### src/rtl/trrfm_pkg.sv
// Shared types and constants for the thermal rate-of-rise fault monitor.
// No dependencies; imported by the monitor top level.
`timescale 1ns / 1ps
`default_nettype none

package trrfm_pkg;

  typedef logic [1:0] fault_code_t;

  localparam fault_code_t FAULT_NONE      = 2'd0;
  localparam fault_code_t FAULT_DRUM_OPEN = 2'd1;
  localparam fault_code_t FAULT_HEAT_OPEN = 2'd2;
  localparam fault_code_t FAULT_CUTOFF    = 2'd3;

  // request kinds on the input channel
  localparam logic ACT_SAMPLE = 1'b0;
  localparam logic ACT_RESET  = 1'b1;

  // configuration register indexes
  localparam logic CFG_CUTOFF   = 1'b0;
  localparam logic CFG_MIN_SPAN = 1'b1;

  localparam logic [11:0] CUTOFF_RESET   = 12'd1040;
  localparam logic [15:0] MIN_SPAN_RESET = 16'd1000;

  // quarter degrees per ms -> 0.01 C per minute: 25 * 60000
  localparam logic [20:0] RATE_SCALE = 21'd1500000;

  // dividend is 33 bits wide: one quotient bit per step
  localparam int          QUO_W     = 33;
  localparam logic [5:0]  DIV_STEPS = 6'd33;

  localparam logic [QUO_W-1:0] RATE_POS_LIMIT = 33'd8388607;
  localparam logic [QUO_W-1:0] RATE_NEG_LIMIT = 33'd8388608;
  localparam logic signed [23:0] RATE_MAX = 24'sh7FFFFF;
  localparam logic signed [23:0] RATE_MIN = 24'sh800000;

endpackage

`default_nettype wire

### src/rtl/trrfm_ram.sv
// Generic single-write, single-read RAM with registered read data.
// No dependencies.
`timescale 1ns / 1ps
`default_nettype none

module trrfm_ram #(
  parameter int WIDTH = 44,
  parameter int DEPTH = 30
) (
  input  wire logic                             clk,
  input  wire logic                             we,
  input  wire logic [$clog2(DEPTH)-1:0]         waddr,
  input  wire logic [WIDTH-1:0]                 wdata,
  input  wire logic [$clog2(DEPTH)-1:0]         raddr,
  output      logic [WIDTH-1:0]                 rdata
);

  logic [WIDTH-1:0] mem [DEPTH];

  always_ff @(posedge clk) begin
    if (we) begin
      mem[waddr] <= wdata;
    end
    rdata <= mem[raddr];
  end

endmodule

`default_nettype wire

### src/rtl/thermal_rate_of_rise_fault_monitor.sv
// Thermal rate-of-rise and probe fault monitor, top level.
// Depends on trrfm_pkg (codes, constants) and trrfm_ram (sample ring).
//
//  channel   signals                                         dir  notes
//  --------  ----------------------------------------------  ---  ----------------------
//  in        in_valid/in_ready, action, time_ms, drum_temp,   in   sample or fault reset
//            drum_open, heater_temp, heater_open
//  out       out_valid/out_ready, rise_rate, fault_latched,   out  one result per request
//            fault_code, reset_refused
//  cfg       cfg_valid/cfg_ready, cfg_index, cfg_data         in   0 cutoff, 1 min span
//
// Slope path: a sample with a valid drum reading and two or more ring entries
//   goes from accept to result through ring read, one multiply, 33 steps
//   of the shared restoring subtractor, saturation and output load. If the
//   span is zero or under the minimum the slope ends after the ring read.
//   Other requests go straight to the output load.
// in_ready is high only while the sequencer is idle; one request in flight.
// The output register holds a finished result while the next request is
//   accepted; a request whose result finds the register full waits in FINISH.
// Reset (rst, synchronous) clears the fault latch, ring pointers, held rate,
//   last-reading valid flags and loads default configuration. No clear pass.
// cfg_ready is always high; writes are expected only while idle.
`timescale 1ns / 1ps
`default_nettype none

module thermal_rate_of_rise_fault_monitor
  import trrfm_pkg::*;
#(
  parameter int WINDOW = 30
) (
  input  wire logic               clk,
  input  wire logic               rst,
  // sample / reset requests
  input  wire logic               in_valid,
  output      logic               in_ready,
  input  wire logic               action,
  input  wire logic [31:0]        time_ms,
  input  wire logic [11:0]        drum_temp,
  input  wire logic               drum_open,
  input  wire logic [11:0]        heater_temp,
  input  wire logic               heater_open,
  // results
  output      logic               out_valid,
  input  wire logic               out_ready,
  output      logic signed [23:0] rise_rate,
  output      logic               fault_latched,
  output      logic [1:0]         fault_code,
  output      logic               reset_refused,
  // configuration
  input  wire logic               cfg_valid,
  output      logic               cfg_ready,
  input  wire logic               cfg_index,
  input  wire logic [15:0]        cfg_data
);

  localparam int AW = $clog2(WINDOW);      // ring index width
  localparam int FW = $clog2(WINDOW + 1);  // fill count must hold WINDOW
  localparam int RW = 32 + 12;             // ring entry: time, reading

  localparam logic [2:0] ST_IDLE   = 3'd0;
  localparam logic [2:0] ST_READ   = 3'd1;
  localparam logic [2:0] ST_MUL    = 3'd2;
  localparam logic [2:0] ST_DIV    = 3'd3;
  localparam logic [2:0] ST_SAT    = 3'd4;
  localparam logic [2:0] ST_FINISH = 3'd5;

  logic [2:0]        state;

  // configuration registers
  logic [11:0]       cutoff;
  logic [15:0]       min_span;

  // ring control
  logic [AW-1:0]     head;
  logic [FW-1:0]     fill;

  // fault latch and last readings
  logic              fault_flag;
  fault_code_t       fault_kind;
  logic [11:0]       last_drum;
  logic [11:0]       last_heater;
  logic              last_drum_ok;
  logic              last_heater_ok;
  logic              refused;

  logic signed [23:0] rate_hold;

  // newest sample kept for the slope
  logic [31:0]       cur_time;
  logic [11:0]       cur_drum;

  // slope datapath
  logic              diff_neg;
  logic [11:0]       diff_mag;
  logic [31:0]       den;
  logic [QUO_W-1:0]  num;       // dividend, then quotient shifted in
  logic [31:0]       rem;
  logic [5:0]        step;

  // ring RAM
  logic              ram_we;
  logic [AW-1:0]     ram_raddr;
  logic [RW-1:0]     ram_rdata;

  logic              in_fire;
  logic              push;
  logic              hot_last;
  logic              hot_now;
  logic [AW-1:0]     head_inc;
  logic [31:0]       span;
  logic [12:0]       diff;
  logic [32:0]       rem_sh;
  logic [33:0]       rem_sub;
  logic              out_free;
  logic              out_load;
  logic signed [23:0] rate_sat;

  assign in_ready  = (state == ST_IDLE);
  assign cfg_ready = 1'b1;
  assign in_fire   = in_valid && in_ready;
  assign push      = in_fire && (action == ACT_SAMPLE) && !drum_open;
  assign out_free  = !out_valid || out_ready;
  assign out_load  = (state == ST_FINISH) && out_free;

  assign head_inc = (head == AW'(WINDOW - 1)) ? '0 : head + 1'b1;

  // oldest entry after this push: slot 0 until the ring is full, then the
  // slot just past the one being overwritten
  assign ram_raddr = (fill == FW'(WINDOW)) ? head_inc : '0;
  assign ram_we    = push;

  trrfm_ram #(
    .WIDTH (RW),
    .DEPTH (WINDOW)
  ) u_ring (
    .clk   (clk),
    .we    (ram_we),
    .waddr (head),
    .wdata ({time_ms, drum_temp}),
    .raddr (ram_raddr),
    .rdata (ram_rdata)
  );

  assign hot_last = (last_drum_ok && (last_drum > cutoff)) ||
                    (last_heater_ok && (last_heater > cutoff));
  assign hot_now  = (drum_temp > cutoff) || (heater_temp > cutoff);

  // newest minus oldest, time wraps mod 2^32
  assign span = cur_time - ram_rdata[RW-1:12];
  assign diff = {1'b0, cur_drum} - {1'b0, ram_rdata[11:0]};

  // one restoring-division step
  assign rem_sh  = {rem, num[QUO_W-1]};
  assign rem_sub = {1'b0, rem_sh} - {2'b00, den};

  always_comb begin
    if (diff_neg) begin
      rate_sat = (num > RATE_NEG_LIMIT) ? RATE_MIN : -$signed(num[23:0]);
    end else begin
      rate_sat = (num > RATE_POS_LIMIT) ? RATE_MAX : $signed(num[23:0]);
    end
  end

  // configuration writes
  always_ff @(posedge clk) begin
    if (rst) begin
      cutoff   <= CUTOFF_RESET;
      min_span <= MIN_SPAN_RESET;
    end else if (cfg_valid && cfg_ready) begin
      unique case (cfg_index)
        CFG_CUTOFF:   cutoff   <= cfg_data[11:0];
        CFG_MIN_SPAN: min_span <= cfg_data;
        default:      ;
      endcase
    end
  end

  // sequencer and control state
  always_ff @(posedge clk) begin
    if (rst) begin
      state          <= ST_IDLE;
      head           <= '0;
      fill           <= '0;
      rate_hold      <= '0;
      fault_flag     <= 1'b0;
      fault_kind     <= FAULT_NONE;
      last_drum_ok   <= 1'b0;
      last_heater_ok <= 1'b0;
      refused        <= 1'b0;
      step           <= '0;
      out_valid      <= 1'b0;
    end else begin
      // a new result may replace the one leaving in the same cycle
      if (out_load) begin
        out_valid <= 1'b1;
      end else if (out_ready) begin
        out_valid <= 1'b0;
      end
      unique case (state)
        ST_IDLE: begin
          if (in_fire) begin
            if (action == ACT_RESET) begin
              state   <= ST_FINISH;
              refused <= hot_last;
              if (!hot_last) begin
                fault_flag <= 1'b0;
                fault_kind <= FAULT_NONE;
              end
            end else begin
              refused <= 1'b0;
              if (drum_open) begin
                fault_flag <= 1'b1;
                fault_kind <= FAULT_DRUM_OPEN;
              end else if (heater_open) begin
                fault_flag <= 1'b1;
                fault_kind <= FAULT_HEAT_OPEN;
              end else if (hot_now) begin
                fault_flag <= 1'b1;
                fault_kind <= FAULT_CUTOFF;
              end
              last_drum_ok   <= !drum_open;
              last_heater_ok <= !heater_open;
              if (!drum_open) begin
                head <= head_inc;
                if (fill != FW'(WINDOW)) begin
                  fill <= fill + 1'b1;
                end
                // first entry: no slope yet
                if (fill == '0) begin
                  rate_hold <= '0;
                  state     <= ST_FINISH;
                end else begin
                  state <= ST_READ;
                end
              end else begin
                state <= ST_FINISH;
              end
            end
          end
        end
        ST_READ: begin
          if ((span < {16'd0, min_span}) || (span == '0)) begin
            rate_hold <= '0;
            state     <= ST_FINISH;
          end else begin
            state <= ST_MUL;
          end
        end
        ST_MUL: begin
          step  <= '0;
          state <= ST_DIV;
        end
        ST_DIV: begin
          step <= step + 1'b1;
          if (step == DIV_STEPS - 1'b1) begin
            state <= ST_SAT;
          end
        end
        ST_SAT: begin
          rate_hold <= rate_sat;
          state     <= ST_FINISH;
        end
        ST_FINISH: begin
          if (out_free) begin
            state <= ST_IDLE;
          end
        end
        default: state <= ST_IDLE;
      endcase
    end
  end

  // payload registers
  always_ff @(posedge clk) begin
    if (in_fire && (action == ACT_SAMPLE)) begin
      last_drum   <= drum_temp;
      last_heater <= heater_temp;
    end
    if (push) begin
      cur_time <= time_ms;
      cur_drum <= drum_temp;
    end
    if (state == ST_READ) begin
      den      <= span;
      diff_neg <= diff[12];
      diff_mag <= diff[12] ? 12'(-diff) : diff[11:0];
    end
    if (state == ST_MUL) begin
      num <= QUO_W'(diff_mag) * QUO_W'(RATE_SCALE);
      rem <= '0;
    end
    if (state == ST_DIV) begin
      if (!rem_sub[33]) begin
        rem <= rem_sub[31:0];
        num <= {num[QUO_W-2:0], 1'b1};
      end else begin
        rem <= rem_sh[31:0];
        num <= {num[QUO_W-2:0], 1'b0};
      end
    end
    if (out_load) begin
      rise_rate     <= rate_hold;
      fault_latched <= fault_flag;
      fault_code    <= fault_kind;
      reset_refused <= refused;
    end
  end

  // checks
  a_fill_bound: assert property (@(posedge clk) disable iff (rst)
    fill <= FW'(WINDOW))
    else $error("ring fill count beyond window");

  a_head_bound: assert property (@(posedge clk) disable iff (rst)
    head <= AW'(WINDOW - 1))
    else $error("ring head beyond window");

  a_flag_code: assert property (@(posedge clk) disable iff (rst)
    fault_flag == (fault_kind != FAULT_NONE))
    else $error("fault flag and fault code disagree");

  a_rate_hold: assert property (@(posedge clk) disable iff (rst)
    (state != ST_SAT && state != ST_READ && !push) |=> $stable(rate_hold))
    else $error("held rate changed outside slope update");

  a_div_steps: assert property (@(posedge clk) disable iff (rst)
    (state == ST_DIV) |-> (step < DIV_STEPS))
    else $error("divider step count overran");

endmodule

`default_nettype wire
### config.mk
export PLATFORM = sky130hd
export DESIGN_NAME = thermal_rate_of_rise_fault_monitor
export DESIGN_NICKNAME = d
export VERILOG_FILES = /design/src/rtl/trrfm_pkg.sv /design/src/rtl/trrfm_ram.sv /design/src/rtl/thermal_rate_of_rise_fault_monitor.sv
export SDC_FILE = /design/constraint.sdc
export NUM_CORES = 2
export LEC_CHECK = 0
export ABC_AREA = 1
export BUFFER_PORTS_ARGS = -buffer_cell sky130_fd_sc_hd__buf_2
export CAP_MARGIN = 40
export CORE_AREA = 8 8 494 545
export CTS_CLUSTER_SIZE = 10
export DETAILED_ROUTE_END_ITERATION = 6
export DIE_AREA = 0 0 502 553
export PLACE_DENSITY = 0.43
export SYNTH_ARGS = -nofsm -noshare
export SYNTH_HDL_FRONTEND = slang
export SYNTH_SLANG_ARGS = --single-unit
### constraint.sdc
create_clock -name clk -period 7.8 [get_ports clk]
set_input_delay 1.56 -clock clk [delete_from_list [all_inputs] [get_ports clk]]
set_output_delay 1.56 -clock clk [all_outputs]
set_load 0.02 [all_outputs]
==> Word-level counts from Yosys, hierarchy flattened <==
Memories as Yosys holds them, arrays and structs flattened. A register that Yosys moved wholly into a read port is not among the register bits.
Index checks and enable logic that the tools add are counted.
{ "totals": {"memories": 1, "latch_bits": 0, "rom_bits": 0, "inputBits": 81, "ramBits": 1320, "output_inout_bits": 31, "register_bits": 284} }
{ "mem_list": {"columns": ["name", "depth", "word_bits", "rd", "rd_ports_with_merged_regs", "write_ports", "line_no", "text"], "rows": [
  ["u_ring.mem", 30, 44, 1, 1, 1, "trrfm_ram.sv:18", "logic [WIDTH-1:0] mem [DEPTH];"]
]} }
{ "op_classes": {"shift": 0, "reduce_logical": 29, "n_bitwise": 3, "magnitude_cmp": 7, "n_mul": 1, "n_mux": 42, "n_div": 0, "eq_ne": 17, "n_addsub": 8} }
{ "ops": {"columns": ["cell", "n"], "rows": [
  ["$mux 24", 8],
  ["$mux 32", 3],
  ["$pmux 24 s3", 1],
  ["$mux 33", 2],
  ["$gt 12x12->1", 4],
  ["$sub 33x32->34", 1],
  ["$gt 33x23->1 const B", 1],
  ["$gt 33x24->1 const B", 1],
  ["$logic_not 32->1", 1],
  ["$lt 32x16->1", 1],
  ["$sub 32x32->32", 1],
  ["$mul 12x16->28 const B", 1],
  ["$neg 24->24", 1],
  ["$mux 3", 7],
  ["$pmux 3 s6", 1],
  ["$sub 12x12->13", 1],
  ["$mux 12", 1],
  ["$ne 2x2->1 const B", 6],
  ["$neg 12->12", 1],
  ["$pmux 6 s2", 1],
  ["$mux 1", 11],
  ["$add 5x1->5 const B", 2],
  ["$eq 5x5->1 const B", 2],
  ["$mux 2", 5],
  ["other kinds (22)", 43]
]} }

==> Depth between registers and ports, before layout <==
{ "depth": {"ltp_word": 6, "ltp_mapped": 28, "depth_no_buf": 26} }

==> Hierarchy <==
A second synthesis with hierarchy kept.
{ "unflattened": {"hier_cells": 7282, "hier_area_um2": 75847.7} }
{ "modules_own_cells": {"columns": ["module", "n_inst", "area_per_inst_um2", "seq_area_each_um2", "cells_per_inst"], "rows": [
  ["trrfm_ram", 1, 54290.8, 40518.9, 4621],
  ["thermal_rate_of_rise_fault_monitor", 1, 21556.9, 7747.4, 2661]
]} }

==> Worst setup path after synthesis <==
OpenSTA, ideal clock, no wires.
{ "synth_path": {"path_type": "input-to-reg", "startpoint": "input port action", "endpoint": "memory u_ring.mem[13][0] (enable)", "cell_stages": 6, "arrival_time_ns": 5.825, "required_ns": 7.355, "slack_ns": 1.530, "n_path_buf": 1, "path_cell_list": "nor2_1 inv_1 nor2_1 clkbuf_1 nand2_1 nor2_1"} }
{ "synth_via": {"elab_chain_len": 5} }
{ "synth_lines": {"columns": ["item", "line_no", "text"], "rows": [
  ["start: declaration", "thermal_rate_of_rise_fault_monitor.sv:36", "input wire logic action,"],
  ["$not 1->1 (no source line)", null, null],
  ["$logic_and 1x1->1 (2 in series)", "thermal_rate_of_rise_fault_monitor.sv:121", "assign push = in_fire && (action == ACT_SAMPLE) && !drum_open;"],
  ["net push", "thermal_rate_of_rise_fault_monitor.sv:106", "logic push;"],
  ["$mux 1", "trrfm_ram.sv:21", "if (we) begin"],
  ["$mux 1 (not written as such)", "trrfm_ram.sv:22", "mem[waddr] <= wdata;"],
  ["end: declaration", "trrfm_ram.sv:18", null]
]} }
The timed path passes the listed nets, and every way through them passes these cells.

==> Worst setup path in the final report <==
{ "layout_path": {"startpoint": "register diff_mag[10]", "endpoint": "register num[25] (data pin)"} }
{ "layout_via": {"elab_chain_len": 3} }
{ "layout_lines": {"columns": ["item", "line_no", "text"], "rows": [
  ["start: declaration", "thermal_rate_of_rise_fault_monitor.sv:94", "logic [11:0] diff_mag;"],
  ["start signal: assignment", "thermal_rate_of_rise_fault_monitor.sv:286", "diff_mag <= diff[12] ? 12'(-diff) : diff[11:0];"],
  ["$mul 12x16->28", "thermal_rate_of_rise_fault_monitor.sv:289", "num <= QUO_W'(diff_mag) * QUO_W'(RATE_SCALE);"],
  ["$mux 33", "thermal_rate_of_rise_fault_monitor.sv:288", "if (state == ST_MUL) begin"],
  ["$mux 33", "thermal_rate_of_rise_fault_monitor.sv:292", "if (state == ST_DIV) begin"],
  ["end signal: assignment", "thermal_rate_of_rise_fault_monitor.sv:289", null],
  ["end signal: assignment", "thermal_rate_of_rise_fault_monitor.sv:295", "num <= {num[QUO_W-2:0], 1'b1};"],
  ["end signal: assignment", "thermal_rate_of_rise_fault_monitor.sv:298", "num <= {num[QUO_W-2:0], 1'b0};"],
  ["end: declaration", "thermal_rate_of_rise_fault_monitor.sv:96", "logic [QUO_W-1:0] num;"]
]} }
Every way passes these cells. The select of a mux whose other input is x is not followed.
A chain may end at the register's enable or synchronous reset.

==> reports/qor.txt <==
initial DRC count -> 3836
Worst path top cell family by delay -> adder cells
power density over cell area -> 385.8 nW/um2
Critical Path End Type -> flip-flop
drt wl/cell -> 22.57 um
Crit-path slowest cell -> fa_1
gr ovfl total -> 0
Routability Congestion -> 0.8334
max-cap violation count -> 0
Syn Nets -> 7122
origin of the critical flop-to-flop path -> diff_mag[10]
cell depth of the worst setup path -> 19
Final Hold Viols -> 0
Layout Skew -> 0.06893 ns
Finished Cell Area -> 85840 um2
Async S/R FF share, synth -> 0%
ys flop type -> edfxtp_1
CTS tree -> done
Area contributors post-synth -> edfxtp_1 (61%), nand2_1 (6.0%), ha_1 (4.0%)
adder-cell share of the synthesized area -> 5.889%
RSZ-0062 raised after global routing -> false
postcts setup bufs -> 0
XOR/XNOR Fraction of Synth Area -> 0.8652%
Post-synth EDFFs -> 1526
Worst Path Required -> 8.37 ns
Ys Warns -> 0
Clock Path Buffers -> 3
GR Util All Layers -> 16.42%
vias in the first global route -> 50380
Post-CTS Resized -> 0
vias per inst -> 4.820
Initial Util -> 28.81%
CP Cell Sequence -> inv_1 -> ha_1 -> fa_1 -> inv_1 -> fa_1 -> inv_1 -> fa_1 -> fa_1 -> inv_1 -> ha_1 -> a21oi_1 -> o21ai_1 -> a21oi_1 -> o21bai_1 -> nand3_1 -> nand2_1 -> or2_2 -> nand3_1 -> nand2_1
Post-DP HPWL -> 145.3 mm
first-pass GRT wire length -> 346.2 mm
crit path kind -> flip-flop to flip-flop
area grow syn2layout -> 14.59%
buffer and inverter count on the worst path -> 4
Worst VDD drop -> 0.0008108 V
clock root buffer master -> clkbuf_16
clock sink count -> 1648
Distinct cells, synth -> 58
Compound-Gate Fraction of Synth Area -> 11.41%
Mapped Avg Cell Area -> 11.13 um2
startpoint of the worst hold path -> rate_hold[6]
max incr delay on CP -> 0.55 ns
Final Cycle Share -> 66.98%
pin count of the biggest net entering global routing -> 162
Min-Delay Path Depth -> 0
fin crit period -> 5.225 ns
critical path startpoint -> diff_mag[10]
drt drc -> 0
PortBufs -> 110
num rows -> 197
commonest cells after routing, fill and taps aside -> edfxtp_1 (1526), nand2_1 (1194), nor2_1 (638)
Startpoint Class -> flip-flop
final antenna-violating net count -> 0
Die ar. -> 277600 um2
Least-Margin Pin Slew -> 0.9963 ns
hold buffer count at CTS -> 0
post-synth top area share -> 61.17%
worst hold slack -> 0.4239 ns
Cells after Synth -> 6731
sequential area share after synthesis -> 64.43%
Synth area leader -> edfxtp_1
H-tree levels -> 4
CTS Buf Count -> 194
most common cell after layout, fill and taps aside -> edfxtp_1
nets -> 7212
simple-gate share of the synthesized area -> 12.67%
clock slew at reported path FFs -> 0.06 ns
Vias -> 50250
die height -> 553 um
worst reg-to-reg path cell count -> 19
mux cell area share after synthesis -> 0%
core area -> 260000 um2
Die X-Extent -> 502 um
insertion delay to the later sink of the worst-skew pair -> 0.85 ns
DRT Pass-1 Iters -> 5
setup TNS -> 0 ns
Worst slew margin -> 32.88%
largest family of logic cells by synthesized area -> simple AND/OR/NAND/NOR gates
DP Area -> 79990 um2
WP data arrival -> 5.79 ns
status -> complete, no violations
synthesized area -> 74910 um2
fmax -> 0.1914 GHz
Crit Path Max Fanout -> 6
layout cells sized above 1 -> 9.222%
Post-Route WL -> 235.2 mm
# setup viols final -> 0
FF+latch count, synth -> 1648
Final Max Tran Viols -> 0
initial antenna violation count -> 15
final-layout fill cell count -> 26230
LEAKAGE -> 31.35 nW
IO Pins -> 112
Worst Hold Class -> flip-flop to flip-flop
-- worst reg2reg max path: stages (launching register included) --
cell and delay [ns]:
edfxtp_1 0.50, inv_1 0.08, ha_1 0.36, fa_1 0.55
inv_1 0.07, fa_1 0.54, inv_1 0.06, fa_1 0.50
fa_1 0.55, inv_1 0.04, ha_1 0.35, a21oi_1 0.19
o21ai_1 0.13, a21oi_1 0.29, o21bai_1 0.19, nand3_1 0.10
nand2_1 0.06, or2_2 0.27, nand3_1 0.07, nand2_1 0.05
-- final cells by class --
class | instances | area (um2) | share of cell area [%]
antenna | 2 | 5.005 | 0.005831
clock buffer | 288 | 5445 | 6.344
clock inverter | 27 | 389.1 | 0.4533
inverter | 548 | 2092 | 2.437
multi-input combinational | 4209 | 23400 | 27.26
sequential | 1648 | 48270 | 56.23
tap | 3482 | 4357 | 5.076
timing repair buffer | 220 | 1882 | 2.192
-- logic make-up (layout without fill, tap and decap cells) --
group           count (synthesis)  in the layout
compound gates               1519           1519
xor+xnor                       74             74
simple gates                 2305           2305
buf+inv                       874           1083
flops                        1648           1648
other cells                     1              3
fa+ha+maj                     310            310
-- state kept, by name, indices dropped and copies added (netlist names), 16 cells and up --
name	cells
cur_time	32
u_ring.rdata	44
rate_hold	24
den	32
num	33
rise_rate	24
min_span	16
u_ring.mem	1320
rem	32
-- synthesized netlist by cell type (all sizes together), types with 98 or more instances --
master and number:
edfxtp 1526, nand2 1211, nor2 691, a21oi 595, inv 545, o21ai 514, nand3 256, ha 239
buf 186, clkbuf 140, dfxtp 122, o22ai 98
-- power breakdown --
| group | internal (W) | switching [W] |
|---|---|---|
| combinational | 0.00515 | 0.00842 |
| clock | 0.00483 | 0.00367 |
| sequential | 0.0107 | 0.000294 |
| total | 0.0207 | 0.0124 |
-- layer usage --
layer | wire length, um | global-route usage [%] | share of wire, %
met5 | 13 | 0 | 0.0055
met4 | 4682 | 3.697 | 2.0
met3 | 10800 | 2.189 | 4.6
met2 | 111800 | 27.56 | 48
met1 | 107900 | 22.62 | 46
-- worst paths after layout --
kind                        to  slack, ns
setup / recovery       num[25]       2.58
hold / removal    rise_rate[6]       0.42
setup reg to reg       num[25]       2.58
hold reg to reg   rise_rate[6]       0.42
-- metrics by stage --
stage | util (%) | worst slack, ns | cells | power, W
global placement | 30.56 | 2.519 | 10080 | 0.02498
global route | 33.01 | 2.229 | 10420 | 0.03569
floorplan | - | 1.530 | 6731 | 0.02139
detailed placement | 30.76 | 2.582 | 10110 | 0.02489
finish | 33.01 | 2.575 | 10420 | 0.03311
CTS | 33.00 | 2.560 | 10420 | 0.03355
Power figures use the tool's default switching activity.
